$ cat config.mk
export PLATFORM = sky130hd
export DESIGN_NAME = sync_word_length_deframer_flat
export DESIGN_NICKNAME = d
export VERILOG_FILES = /design/src/swld_pkg.sv /design/src/swld_ifs.sv /design/src/sync_word_length_deframer.sv /design/src/flat_wrapper.sv
export SDC_FILE = /design/constraint.sdc
export NUM_CORES = 1
export LEC_CHECK = 0
export BUFFER_PORTS_ARGS = -buffer_cell sky130_fd_sc_hd__buf_2
export CORE_UTILIZATION = 56
export CTS_BUF_LIST = sky130_fd_sc_hd__clkbuf_4 sky130_fd_sc_hd__clkbuf_8
export DETAILED_ROUTE_END_ITERATION = 16
export GPL_TIMING_DRIVEN = 0
export PLACE_DENSITY = 0.88
export RECOVER_POWER = 25
export SLEW_MARGIN = 20
export SYNTH_ARGS = -nofsm -noshare
export SYNTH_HDL_FRONTEND = slang
export SYNTH_SLANG_ARGS = --single-unit
$ cat constraint.sdc
create_clock -name clk -period 5.3 [get_ports clk]
set_clock_uncertainty 0.15 [all_clocks]
set_input_delay 0.795 -clock clk [delete_from_list [all_inputs] [get_ports clk]]
set_output_delay 0.795 -clock clk [all_outputs]
set_load 0.02 [all_outputs]
$ cat src/swld_pkg.sv
// ----------------------------------------------------------------------------
// swld_pkg
// Types and constants shared by the sync word, length prefixed deframer.
// ----------------------------------------------------------------------------
package swld_pkg;

  localparam int unsigned BYTE_W   = 8;
  localparam int unsigned PLEN_W   = 13;
  localparam int unsigned INDEX_W  = 12;
  localparam int unsigned SYNC_W   = 32;
  localparam int unsigned RAWLEN_W = 16;
  localparam int unsigned APB_AW   = 3;
  localparam int unsigned APB_DW   = 32;

  localparam logic [SYNC_W-1:0] SYNC_RESET = 32'h1d03_6be5;

  localparam logic [0:0] REG_SYNC_PATTERN = 1'b0;

  localparam logic [1:0] SYNC_LAST = 2'd3;

  localparam logic [1:0] HDR_TYPE   = 2'd0;
  localparam logic [1:0] HDR_LEN_LO = 2'd1;
  localparam logic [1:0] HDR_LEN_HI = 2'd2;

  typedef enum logic [2:0] {
    PH_HUNT    = 3'b001,
    PH_HEADER  = 3'b010,
    PH_CONTENT = 3'b100
  } phase_t;

endpackage

$ cat src/swld_ifs.sv
// ----------------------------------------------------------------------------
// Deframer channels
// Valid/ready channels for received bytes and for framed results.
// ----------------------------------------------------------------------------
interface swld_in_if import swld_pkg::*; ();
  logic              valid;
  logic              ready;
  logic [BYTE_W-1:0] in_byte;

  modport source (output valid, output in_byte, input ready);
  modport sink (input valid, input in_byte, output ready);
endinterface

interface swld_out_if import swld_pkg::*; ();
  logic               valid;
  logic               ready;
  logic [BYTE_W-1:0]  packet_type;
  logic [PLEN_W-1:0]  packet_length;
  logic [BYTE_W-1:0]  data_byte;
  logic [INDEX_W-1:0] byte_index;
  logic               has_data;
  logic               last_of_packet;

  modport source (output valid, output packet_type, output packet_length,
                  output data_byte, output byte_index, output has_data,
                  output last_of_packet, input ready);
  modport sink (input valid, input packet_type, input packet_length,
                input data_byte, input byte_index, input has_data,
                input last_of_packet, output ready);
endinterface

$ cat src/sync_word_length_deframer.sv
// ----------------------------------------------------------------------------
// sync_word_length_deframer
// Hunts for a four-byte sync word, reads a type byte and a little-endian
// length, and hands out each content byte with its packet information.
// ----------------------------------------------------------------------------
// Channel   Dir  Payload                                  Handshake
// in_chan   in   in_byte                                  valid/ready
// out_chan  out  type, length, data, index, flags         valid/ready
// apb       in   sync_pattern at byte address 0           psel/penable
//
// Each request is handled in the cycle it is accepted and its result, if
// any, sits in the result register on the next cycle: one byte per cycle.
// A new byte is taken whenever the result register is empty or is being
// drained in the same cycle.
// Reset is synchronous and returns the parser to sync hunting with the
// default sync word.
// ----------------------------------------------------------------------------
module sync_word_length_deframer
  import swld_pkg::*;
#(
  parameter int unsigned MAX_CONTENT_LEN = 4096
) (
  input  logic              clk,
  input  logic              rst,
  swld_in_if.sink           in_chan,
  swld_out_if.source        out_chan,
  input  logic              psel,
  input  logic              penable,
  input  logic              pwrite,
  input  logic [APB_AW-1:0] paddr,
  input  logic [APB_DW-1:0] pwdata,
  output logic [APB_DW-1:0] prdata,
  output logic              pready
);

  localparam int unsigned LEN_W = $clog2(MAX_CONTENT_LEN + 1);
  localparam logic [RAWLEN_W:0] MAX_LEN_EXT = (RAWLEN_W + 1)'(MAX_CONTENT_LEN);

  logic [SYNC_W-1:0]  sync_pattern;
  phase_t             phase;
  phase_t             phase_next;
  logic [1:0]         sync_matched;
  logic [1:0]         sync_matched_next;
  logic [1:0]         header_count;
  logic [1:0]         header_count_next;
  logic [BYTE_W-1:0]  type_hold;
  logic [BYTE_W-1:0]  type_hold_next;
  logic [BYTE_W-1:0]  length_low_hold;
  logic [BYTE_W-1:0]  length_low_hold_next;
  logic [LEN_W-1:0]   content_length;
  logic [LEN_W-1:0]   content_length_next;
  logic [LEN_W-1:0]   content_count;
  logic [LEN_W-1:0]   content_count_next;

  logic               out_valid;
  logic [BYTE_W-1:0]  out_type;
  logic [PLEN_W-1:0]  out_length;
  logic [BYTE_W-1:0]  out_data;
  logic [INDEX_W-1:0] out_index;
  logic               out_has_data;
  logic               out_last;

  logic               emit;
  logic [BYTE_W-1:0]  emit_type;
  logic [LEN_W-1:0]   emit_length;
  logic [BYTE_W-1:0]  emit_data;
  logic [LEN_W-1:0]   emit_index;
  logic               emit_has_data;
  logic               emit_last;

  logic [LEN_W+PLEN_W-1:0]  length_ext;
  logic [LEN_W+INDEX_W-1:0] index_ext;
  logic [RAWLEN_W-1:0]      raw_length;
  logic [LEN_W-1:0]         clamped_length;
  logic [LEN_W:0]           count_plus;
  logic [BYTE_W-1:0]        expect_byte;
  logic [BYTE_W-1:0]        b;
  logic                     accept;
  logic                     cfg_write;

  assign accept        = in_chan.valid && in_chan.ready;
  assign in_chan.ready = !out_valid || out_chan.ready;
  assign b             = in_chan.in_byte;

  assign pready    = 1'b1;
  assign cfg_write = psel && penable && pwrite && (paddr[2] == REG_SYNC_PATTERN);
  assign prdata    = (paddr[2] == REG_SYNC_PATTERN) ? sync_pattern : '0;

  assign raw_length     = {b, length_low_hold};
  assign clamped_length = ({1'b0, raw_length} > MAX_LEN_EXT) ?
                          LEN_W'(MAX_CONTENT_LEN) : LEN_W'(raw_length);
  assign count_plus     = {1'b0, content_count} + 1'b1;
  assign expect_byte    = sync_pattern[sync_matched*BYTE_W +: BYTE_W];

  always_comb begin
    phase_next           = phase;
    sync_matched_next    = sync_matched;
    header_count_next    = header_count;
    type_hold_next       = type_hold;
    length_low_hold_next = length_low_hold;
    content_length_next  = content_length;
    content_count_next   = content_count;
    emit                 = 1'b0;
    emit_type            = type_hold;
    emit_length          = content_length;
    emit_data            = '0;
    emit_index           = '0;
    emit_has_data        = 1'b0;
    emit_last            = 1'b0;
    case (phase)
      PH_HEADER: begin
        if (header_count == HDR_TYPE) begin
          type_hold_next    = b;
          header_count_next = HDR_LEN_LO;
        end else if (header_count == HDR_LEN_LO) begin
          length_low_hold_next = b;
          header_count_next    = HDR_LEN_HI;
        end else begin
          content_length_next = clamped_length;
          content_count_next  = '0;
          header_count_next   = HDR_TYPE;
          if (clamped_length == '0) begin
            phase_next  = PH_HUNT;
            emit        = 1'b1;
            emit_length = '0;
            emit_last   = 1'b1;
          end else begin
            phase_next = PH_CONTENT;
          end
        end
      end
      PH_CONTENT: begin
        emit          = 1'b1;
        emit_data     = b;
        emit_index    = content_count;
        emit_has_data = 1'b1;
        emit_last     = (count_plus >= {1'b0, content_length});
        if (emit_last) begin
          phase_next         = PH_HUNT;
          content_count_next = '0;
        end else begin
          content_count_next = count_plus[LEN_W-1:0];
        end
      end
      default: begin
        phase_next = PH_HUNT;
        if (b == expect_byte) begin
          if (sync_matched == SYNC_LAST) begin
            sync_matched_next = '0;
            header_count_next = HDR_TYPE;
            phase_next        = PH_HEADER;
          end else begin
            sync_matched_next = sync_matched + 2'd1;
          end
        end else begin
          sync_matched_next = '0;
        end
      end
    endcase
  end

  assign length_ext = {{PLEN_W{1'b0}}, emit_length};
  assign index_ext  = {{INDEX_W{1'b0}}, emit_index};

  always_ff @(posedge clk) begin
    if (rst) begin
      sync_pattern  <= SYNC_RESET;
      phase         <= PH_HUNT;
      sync_matched  <= '0;
      header_count  <= HDR_TYPE;
      content_count <= '0;
      out_valid     <= 1'b0;
    end else begin
      if (cfg_write) begin
        sync_pattern <= pwdata;
      end
      if (accept) begin
        phase         <= phase_next;
        sync_matched  <= sync_matched_next;
        header_count  <= header_count_next;
        content_count <= content_count_next;
        out_valid     <= emit;
      end else if (out_chan.ready) begin
        out_valid <= 1'b0;
      end
    end
  end

  always_ff @(posedge clk) begin
    if (accept) begin
      type_hold       <= type_hold_next;
      length_low_hold <= length_low_hold_next;
      content_length  <= content_length_next;
    end
    if (accept && emit) begin
      out_type     <= emit_type;
      out_length   <= length_ext[PLEN_W-1:0];
      out_data     <= emit_data;
      out_index    <= index_ext[INDEX_W-1:0];
      out_has_data <= emit_has_data;
      out_last     <= emit_last;
    end
  end

  assign out_chan.valid          = out_valid;
  assign out_chan.packet_type    = out_type;
  assign out_chan.packet_length  = out_length;
  assign out_chan.data_byte      = out_data;
  assign out_chan.byte_index     = out_index;
  assign out_chan.has_data       = out_has_data;
  assign out_chan.last_of_packet = out_last;

`ifndef ASSERT_OFF
  a_empty_notice_form: assert property (@(posedge clk) disable iff (rst)
    out_valid && !out_has_data |-> out_last && out_data == '0 && out_index == '0)
    else $error("empty packet notice is malformed");

  a_content_gives_result: assert property (@(posedge clk) disable iff (rst)
    accept && phase == PH_CONTENT |=> out_valid && out_has_data)
    else $error("content byte produced no result");

  a_hunt_no_result: assert property (@(posedge clk) disable iff (rst)
    accept && phase == PH_HUNT |=> !out_valid)
    else $error("sync byte produced a result");

  a_count_in_range: assert property (@(posedge clk) disable iff (rst)
    phase == PH_CONTENT |-> content_count < content_length)
    else $error("content count beyond packet length");

  a_last_leaves_content: assert property (@(posedge clk) disable iff (rst)
    accept && emit && emit_last |=> phase == PH_HUNT)
    else $error("parser did not return to hunting after packet end");
`endif

endmodule
$ cat src/flat_wrapper.sv
// flat-port wrapper written by rule: the top's interface ports become plain ports
module sync_word_length_deframer_flat import swld_pkg::*;
#(
  parameter int unsigned MAX_CONTENT_LEN = 4096
)
  (clk, rst, psel, penable, pwrite, paddr, pwdata, prdata, pready, in_chan_valid, in_chan_in_byte, in_chan_ready, out_chan_valid, out_chan_packet_type, out_chan_packet_length, out_chan_data_byte, out_chan_byte_index, out_chan_has_data, out_chan_last_of_packet, out_chan_ready);
  swld_in_if in_chan_i ();
  swld_out_if out_chan_i ();
  input  logic clk;
  input  logic rst;
  input  logic psel;
  input  logic penable;
  input  logic pwrite;
  input  logic [APB_AW-1:0] paddr;
  input  logic [APB_DW-1:0] pwdata;
  output logic [APB_DW-1:0] prdata;
  output logic pready;
  input wire logic [$bits(in_chan_i.valid)-1:0] in_chan_valid;
  input wire logic [$bits(in_chan_i.in_byte)-1:0] in_chan_in_byte;
  output wire logic [$bits(in_chan_i.ready)-1:0] in_chan_ready;
  output wire logic [$bits(out_chan_i.valid)-1:0] out_chan_valid;
  output wire logic [$bits(out_chan_i.packet_type)-1:0] out_chan_packet_type;
  output wire logic [$bits(out_chan_i.packet_length)-1:0] out_chan_packet_length;
  output wire logic [$bits(out_chan_i.data_byte)-1:0] out_chan_data_byte;
  output wire logic [$bits(out_chan_i.byte_index)-1:0] out_chan_byte_index;
  output wire logic [$bits(out_chan_i.has_data)-1:0] out_chan_has_data;
  output wire logic [$bits(out_chan_i.last_of_packet)-1:0] out_chan_last_of_packet;
  input wire logic [$bits(out_chan_i.ready)-1:0] out_chan_ready;
  assign in_chan_i.valid = in_chan_valid;
  assign in_chan_i.in_byte = in_chan_in_byte;
  assign in_chan_ready = in_chan_i.ready;
  assign out_chan_valid = out_chan_i.valid;
  assign out_chan_packet_type = out_chan_i.packet_type;
  assign out_chan_packet_length = out_chan_i.packet_length;
  assign out_chan_data_byte = out_chan_i.data_byte;
  assign out_chan_byte_index = out_chan_i.byte_index;
  assign out_chan_has_data = out_chan_i.has_data;
  assign out_chan_last_of_packet = out_chan_i.last_of_packet;
  assign out_chan_i.ready = out_chan_ready;
  sync_word_length_deframer #(.MAX_CONTENT_LEN(MAX_CONTENT_LEN)) u_core (.clk(clk), .rst(rst), .in_chan(in_chan_i), .out_chan(out_chan_i), .psel(psel), .penable(penable), .pwrite(pwrite), .paddr(paddr), .pwdata(pwdata), .prdata(prdata), .pready(pready));
endmodule
==> run_results.csv <==
group,metric,value,unit
outcome,status,"finished clean",
place,dp_hpwl,9072,microns
place,gp_congestion,0.8787,
synthesis,synth-seq-cells,125,
cells_and_area,num_antenna_cells,0,
cts,worstSkewPairLatency,440,ps
die,pin_count,128,
die,start_util,0.5789,
critical_path,r2r_slack,1700,ps
die,dieArea,0.01051,sq mm
cts,clkTransAtPathRegs,70,ps
sta,hold_viol,0,
cells_and_area,nets,727,
synthesis,synth_edf_count,72,
critical_path,critPathTopFamily,"simple AND/OR/NAND/NOR gates",
cts,holdBufCountCts,0,
global_route,antenna_found_initial,0,
synthesis,yosysWarnings,0,
worst_hold_path,hold_class,"flop to flop",
worst_hold_path,whs_path_depth,0,
detailed_routing,drtPass1Iterations,5,
cts,cts_resized,0,
synthesis,yosysSeqAreaShare,0.5697,
critical_path,rr_worst_depth,13,
power,p_int,1.554,mW
synthesis,yosysTopAreaCell,"edfxtp_1",
power,p_comb_frac,0.052,
synthesis,avgSynthCellArea,10.92,sq um
cts,cts_setup_buffers,0,
sta,slew_violations,0,
power,p_switching,0.4215,mW
critical_path,path_buf_inv,1,
cells_and_area,area_growth_syn_to_layout,21.16,%
detailed_routing,drc_errors,0,
critical_path,cp_cell_sequence,"ha_1 > nand2_1 > nor2_1 > nand3_1 > xnor2_1 > ha_1 > nor2b_1 > a311o_1 > or2_2 > nor4_2 > buf_2 > a21oi_1 > mux2i_1",
cts,cts_buffer_depth,2,
sta,max_freq,277.8,MHz
cts,cts_tree,"done",
synthesis,synthCells,518,
power,p_leak,2.759,nW
sta,final.setup.tns,0,ps
global_route,grt_pass1_wl,20000,microns
critical_path,cp_slowest_stage_delay,510,ps
critical_path,start_kind,"flop",
power,vdd_drop_max,203.2,uV
power,p_sw_frac,0.2134,
critical_path,crit_path_top_delay_cell,"dfxtp_1",
cells_and_area,drive_above_1_share,0.2370,
die,die_h,102.5,microns
cts,h-tree-depth,4,
critical_path,cp_max_fo,10,
critical_path,crit_start,"u_core.content_count[0]",
critical_path,cp.arrival,3820,ps
critical_path,cp-end-kind,"flop",
detailed_routing,antenna_left,0,
die,die_w,102.5,microns
global_route,gr-total-overflow,0,
detailed_routing,vias_per_cell,5.470,
sta,grt_setup_unrepaired,"false",
cells_and_area,final_common_cell,"buf_2",
sta,setup_viol,0,
power,p_seq_frac,0.522,
power,power_density,288.1,mW/mm^2
detailed_routing,wire_per_inst,15.21,microns
critical_path,crit_top_cell,"ha_1",
global_route,track_usage,0.2586,
critical_path,worstSetupPathType,"flop to flop",
die,std_cell_rows,36,
synthesis,synth_area_leaders,"edfxtp_1 (38%), dfxtp_1 (19%), nand2_1 (5.4%)",
detailed_routing,drtIter0Drc,261,
power,clkPwrFrac,0.426,
detailed_routing,via_count,4420,
sta,finalCritPeriodShare,0.6791,
flow_run,drv_cap,0,
synthesis,syn_area,0.005658,sq mm
global_route,grt_max_degree,33,
detailed_routing,wirelength,12290,microns
power,p_total,1.975,mW
critical_path,worst-path-stages,13,
sta,fin_crit,3599,ps
sta,slew-limit-headroom,0.3514,
global_route,grt_pass1_vias,4298,
synthesis,async_reset_ff_frac,0,
synthesis,yosysTopAreaCellShare,0.3821,
cts,cts.sinks,125,
cells_and_area,mostFrequentLayoutCells,"buf_2 (110), nand2_1 (81), edfxtp_1 (72), dfxtp_1 (53), nor2b_1 (36)",
synthesis,ys_dominant_reg_cell,"edfxtp_1",
die,coreArea,0.009774,sq mm
critical_path,crit_required,5520,ps
sta,tightest_slew,969.4,ps
cts,root_buffer,"clkbuf_8",
critical_path,r2r_start,"u_core.content_count[0]",
cts,cts_made_buffers,17,
synthesis,ys_types,47,
synthesis,syn_nets,583,
worst_hold_path,hold_path.startpoint,"u_core.emit_type[3]",
place,port_buffers,123,
[layer usage]
| layer | vias to the layer above | track usage | wire, microns |
|---|---|---|---|
| met1 | 2078 | 0.3015 | 4972 |
| met4 | 0 | 0.1264 | 360 |
| met3 | 34 | 0.07322 | 819 |
| met5 | - | 0 | 0 |
| met2 | 208 | 0.4395 | 6138 |
| li1 | 2100 | - | - |
[sequential cells by signal (all words and copies together), names as in the netlist]
register                        flops
u_core.content_count               13
u_core.content_length              13
u_core.emit_type                    8
u_core.header_count                 2
u_core.length_low_hold              8
u_core.out_chan.byte_index         12
u_core.out_chan.data_byte           8
u_core.out_chan.has_data            1
u_core.out_chan.last_of_packet      1
u_core.out_chan.packet_length      13
u_core.out_chan.packet_type         8
u_core.out_chan.valid               1
u_core.phase                        3
u_core.sync_matched                 2
u_core.sync_pattern                32
[power by group through the flow]
stage	Sequential [mW]	Combinational (mW)	Clock [mW]
4_1_cts	1.03	0.103	0.847
3_3_place_gp	1.05	0.0991	0
5_1_grt	1.03	0.110	0.891
2_1_floorplan	1.05	0.0578	0
3_5_place_dp	1.05	0.102	0
6_report	1.03	0.103	0.841
[per-stage QoR]
stage / instances / instance area (sq um) / hold WS [ps] / utilization / setup slack, ps
6_report: 808 / 6855 / 269.8 / 0.7014 / 1701
5_1_grt: 808 / 6855 / 279.2 / 0.7014 / 1413
4_1_cts: 808 / 6884 / 271.5 / 0.7043 / 1742
3_5_place_dp: 776 / 6479 / 255.2 / 0.6628 / 1764
3_3_place_gp: 774 / 6440 / 252.2 / 0.6589 / 306.5
2_1_floorplan: 518 / 5658 / 250.3 / - / 1132
[cell type report]
cell class	instances	area, sq um
plain buffers	27	147.6
well taps	133	166.4
multi-input cells	349	2230
repair buffers	125	619.3
clock buffers	26	320.3
flip-flops and latches	125	3223
clock inverters	6	85.08
fillers	685	2919
inverters	17	63.81
[synthesized netlist by cell type, types with 2 or more instances]
master and instances:
nand2_1 81, edfxtp_1 72, dfxtp_1 53, nor2_1 36, nor2b_1 36, and2_1 33
a21oi_1 26, nand3b_1 18, clkbuf_1 17, inv_1 17, xnor2_1 17, ha_1 15
nand3_1 9, mux4_1 8, o21ai_0 7, nand4_1 6, or2_2 6, a211oi_1 4
and3_1 4, buf_2 4, nand2b_1 4, nor3_1 4, nor4_1 4, a2111oi_0 3
a221o_1 3, a22o_1 3, a22oi_1 3, buf_4 2, buf_6 2, clkbuf_8 2
mux2i_1 2, o21ai_1 2
[path summary, 6_finish.rpt]
path	end
max	u_core.content_count[8]
min	u_core.out_chan.packet_type[3]
max reg2reg	u_core.content_count[8]
min reg2reg	u_core.out_chan.packet_type[3]
[cells by family (layout without fill, tap and decap cells)]
family	count (synthesis)	count (layout)	synth area share
buf+inv	44	201	0.03759
flops	125	125	0.5697
compound gates	57	57	0.06369
xor+xnor	17	17	0.02632
other cells	1	1	0.0006628
simple gates	249	249	0.2282
fa+ha+maj	15	15	0.03317
mux	10	10	0.04069
[worst reg2reg max path, cell delays in order, from the launching register on]
cell and delay, ps:
dfxtp_1 510, ha_1 300, nand2_1 150, nor2_1 210, nand3_1 150, xnor2_1 210, ha_1 270, nor2b_1 150
a311o_1 330, or2_2 310, nor4_2 270, buf_2 290, a21oi_1 100, mux2i_1 150
Note: power is estimated with default switching activity, not from simulation.
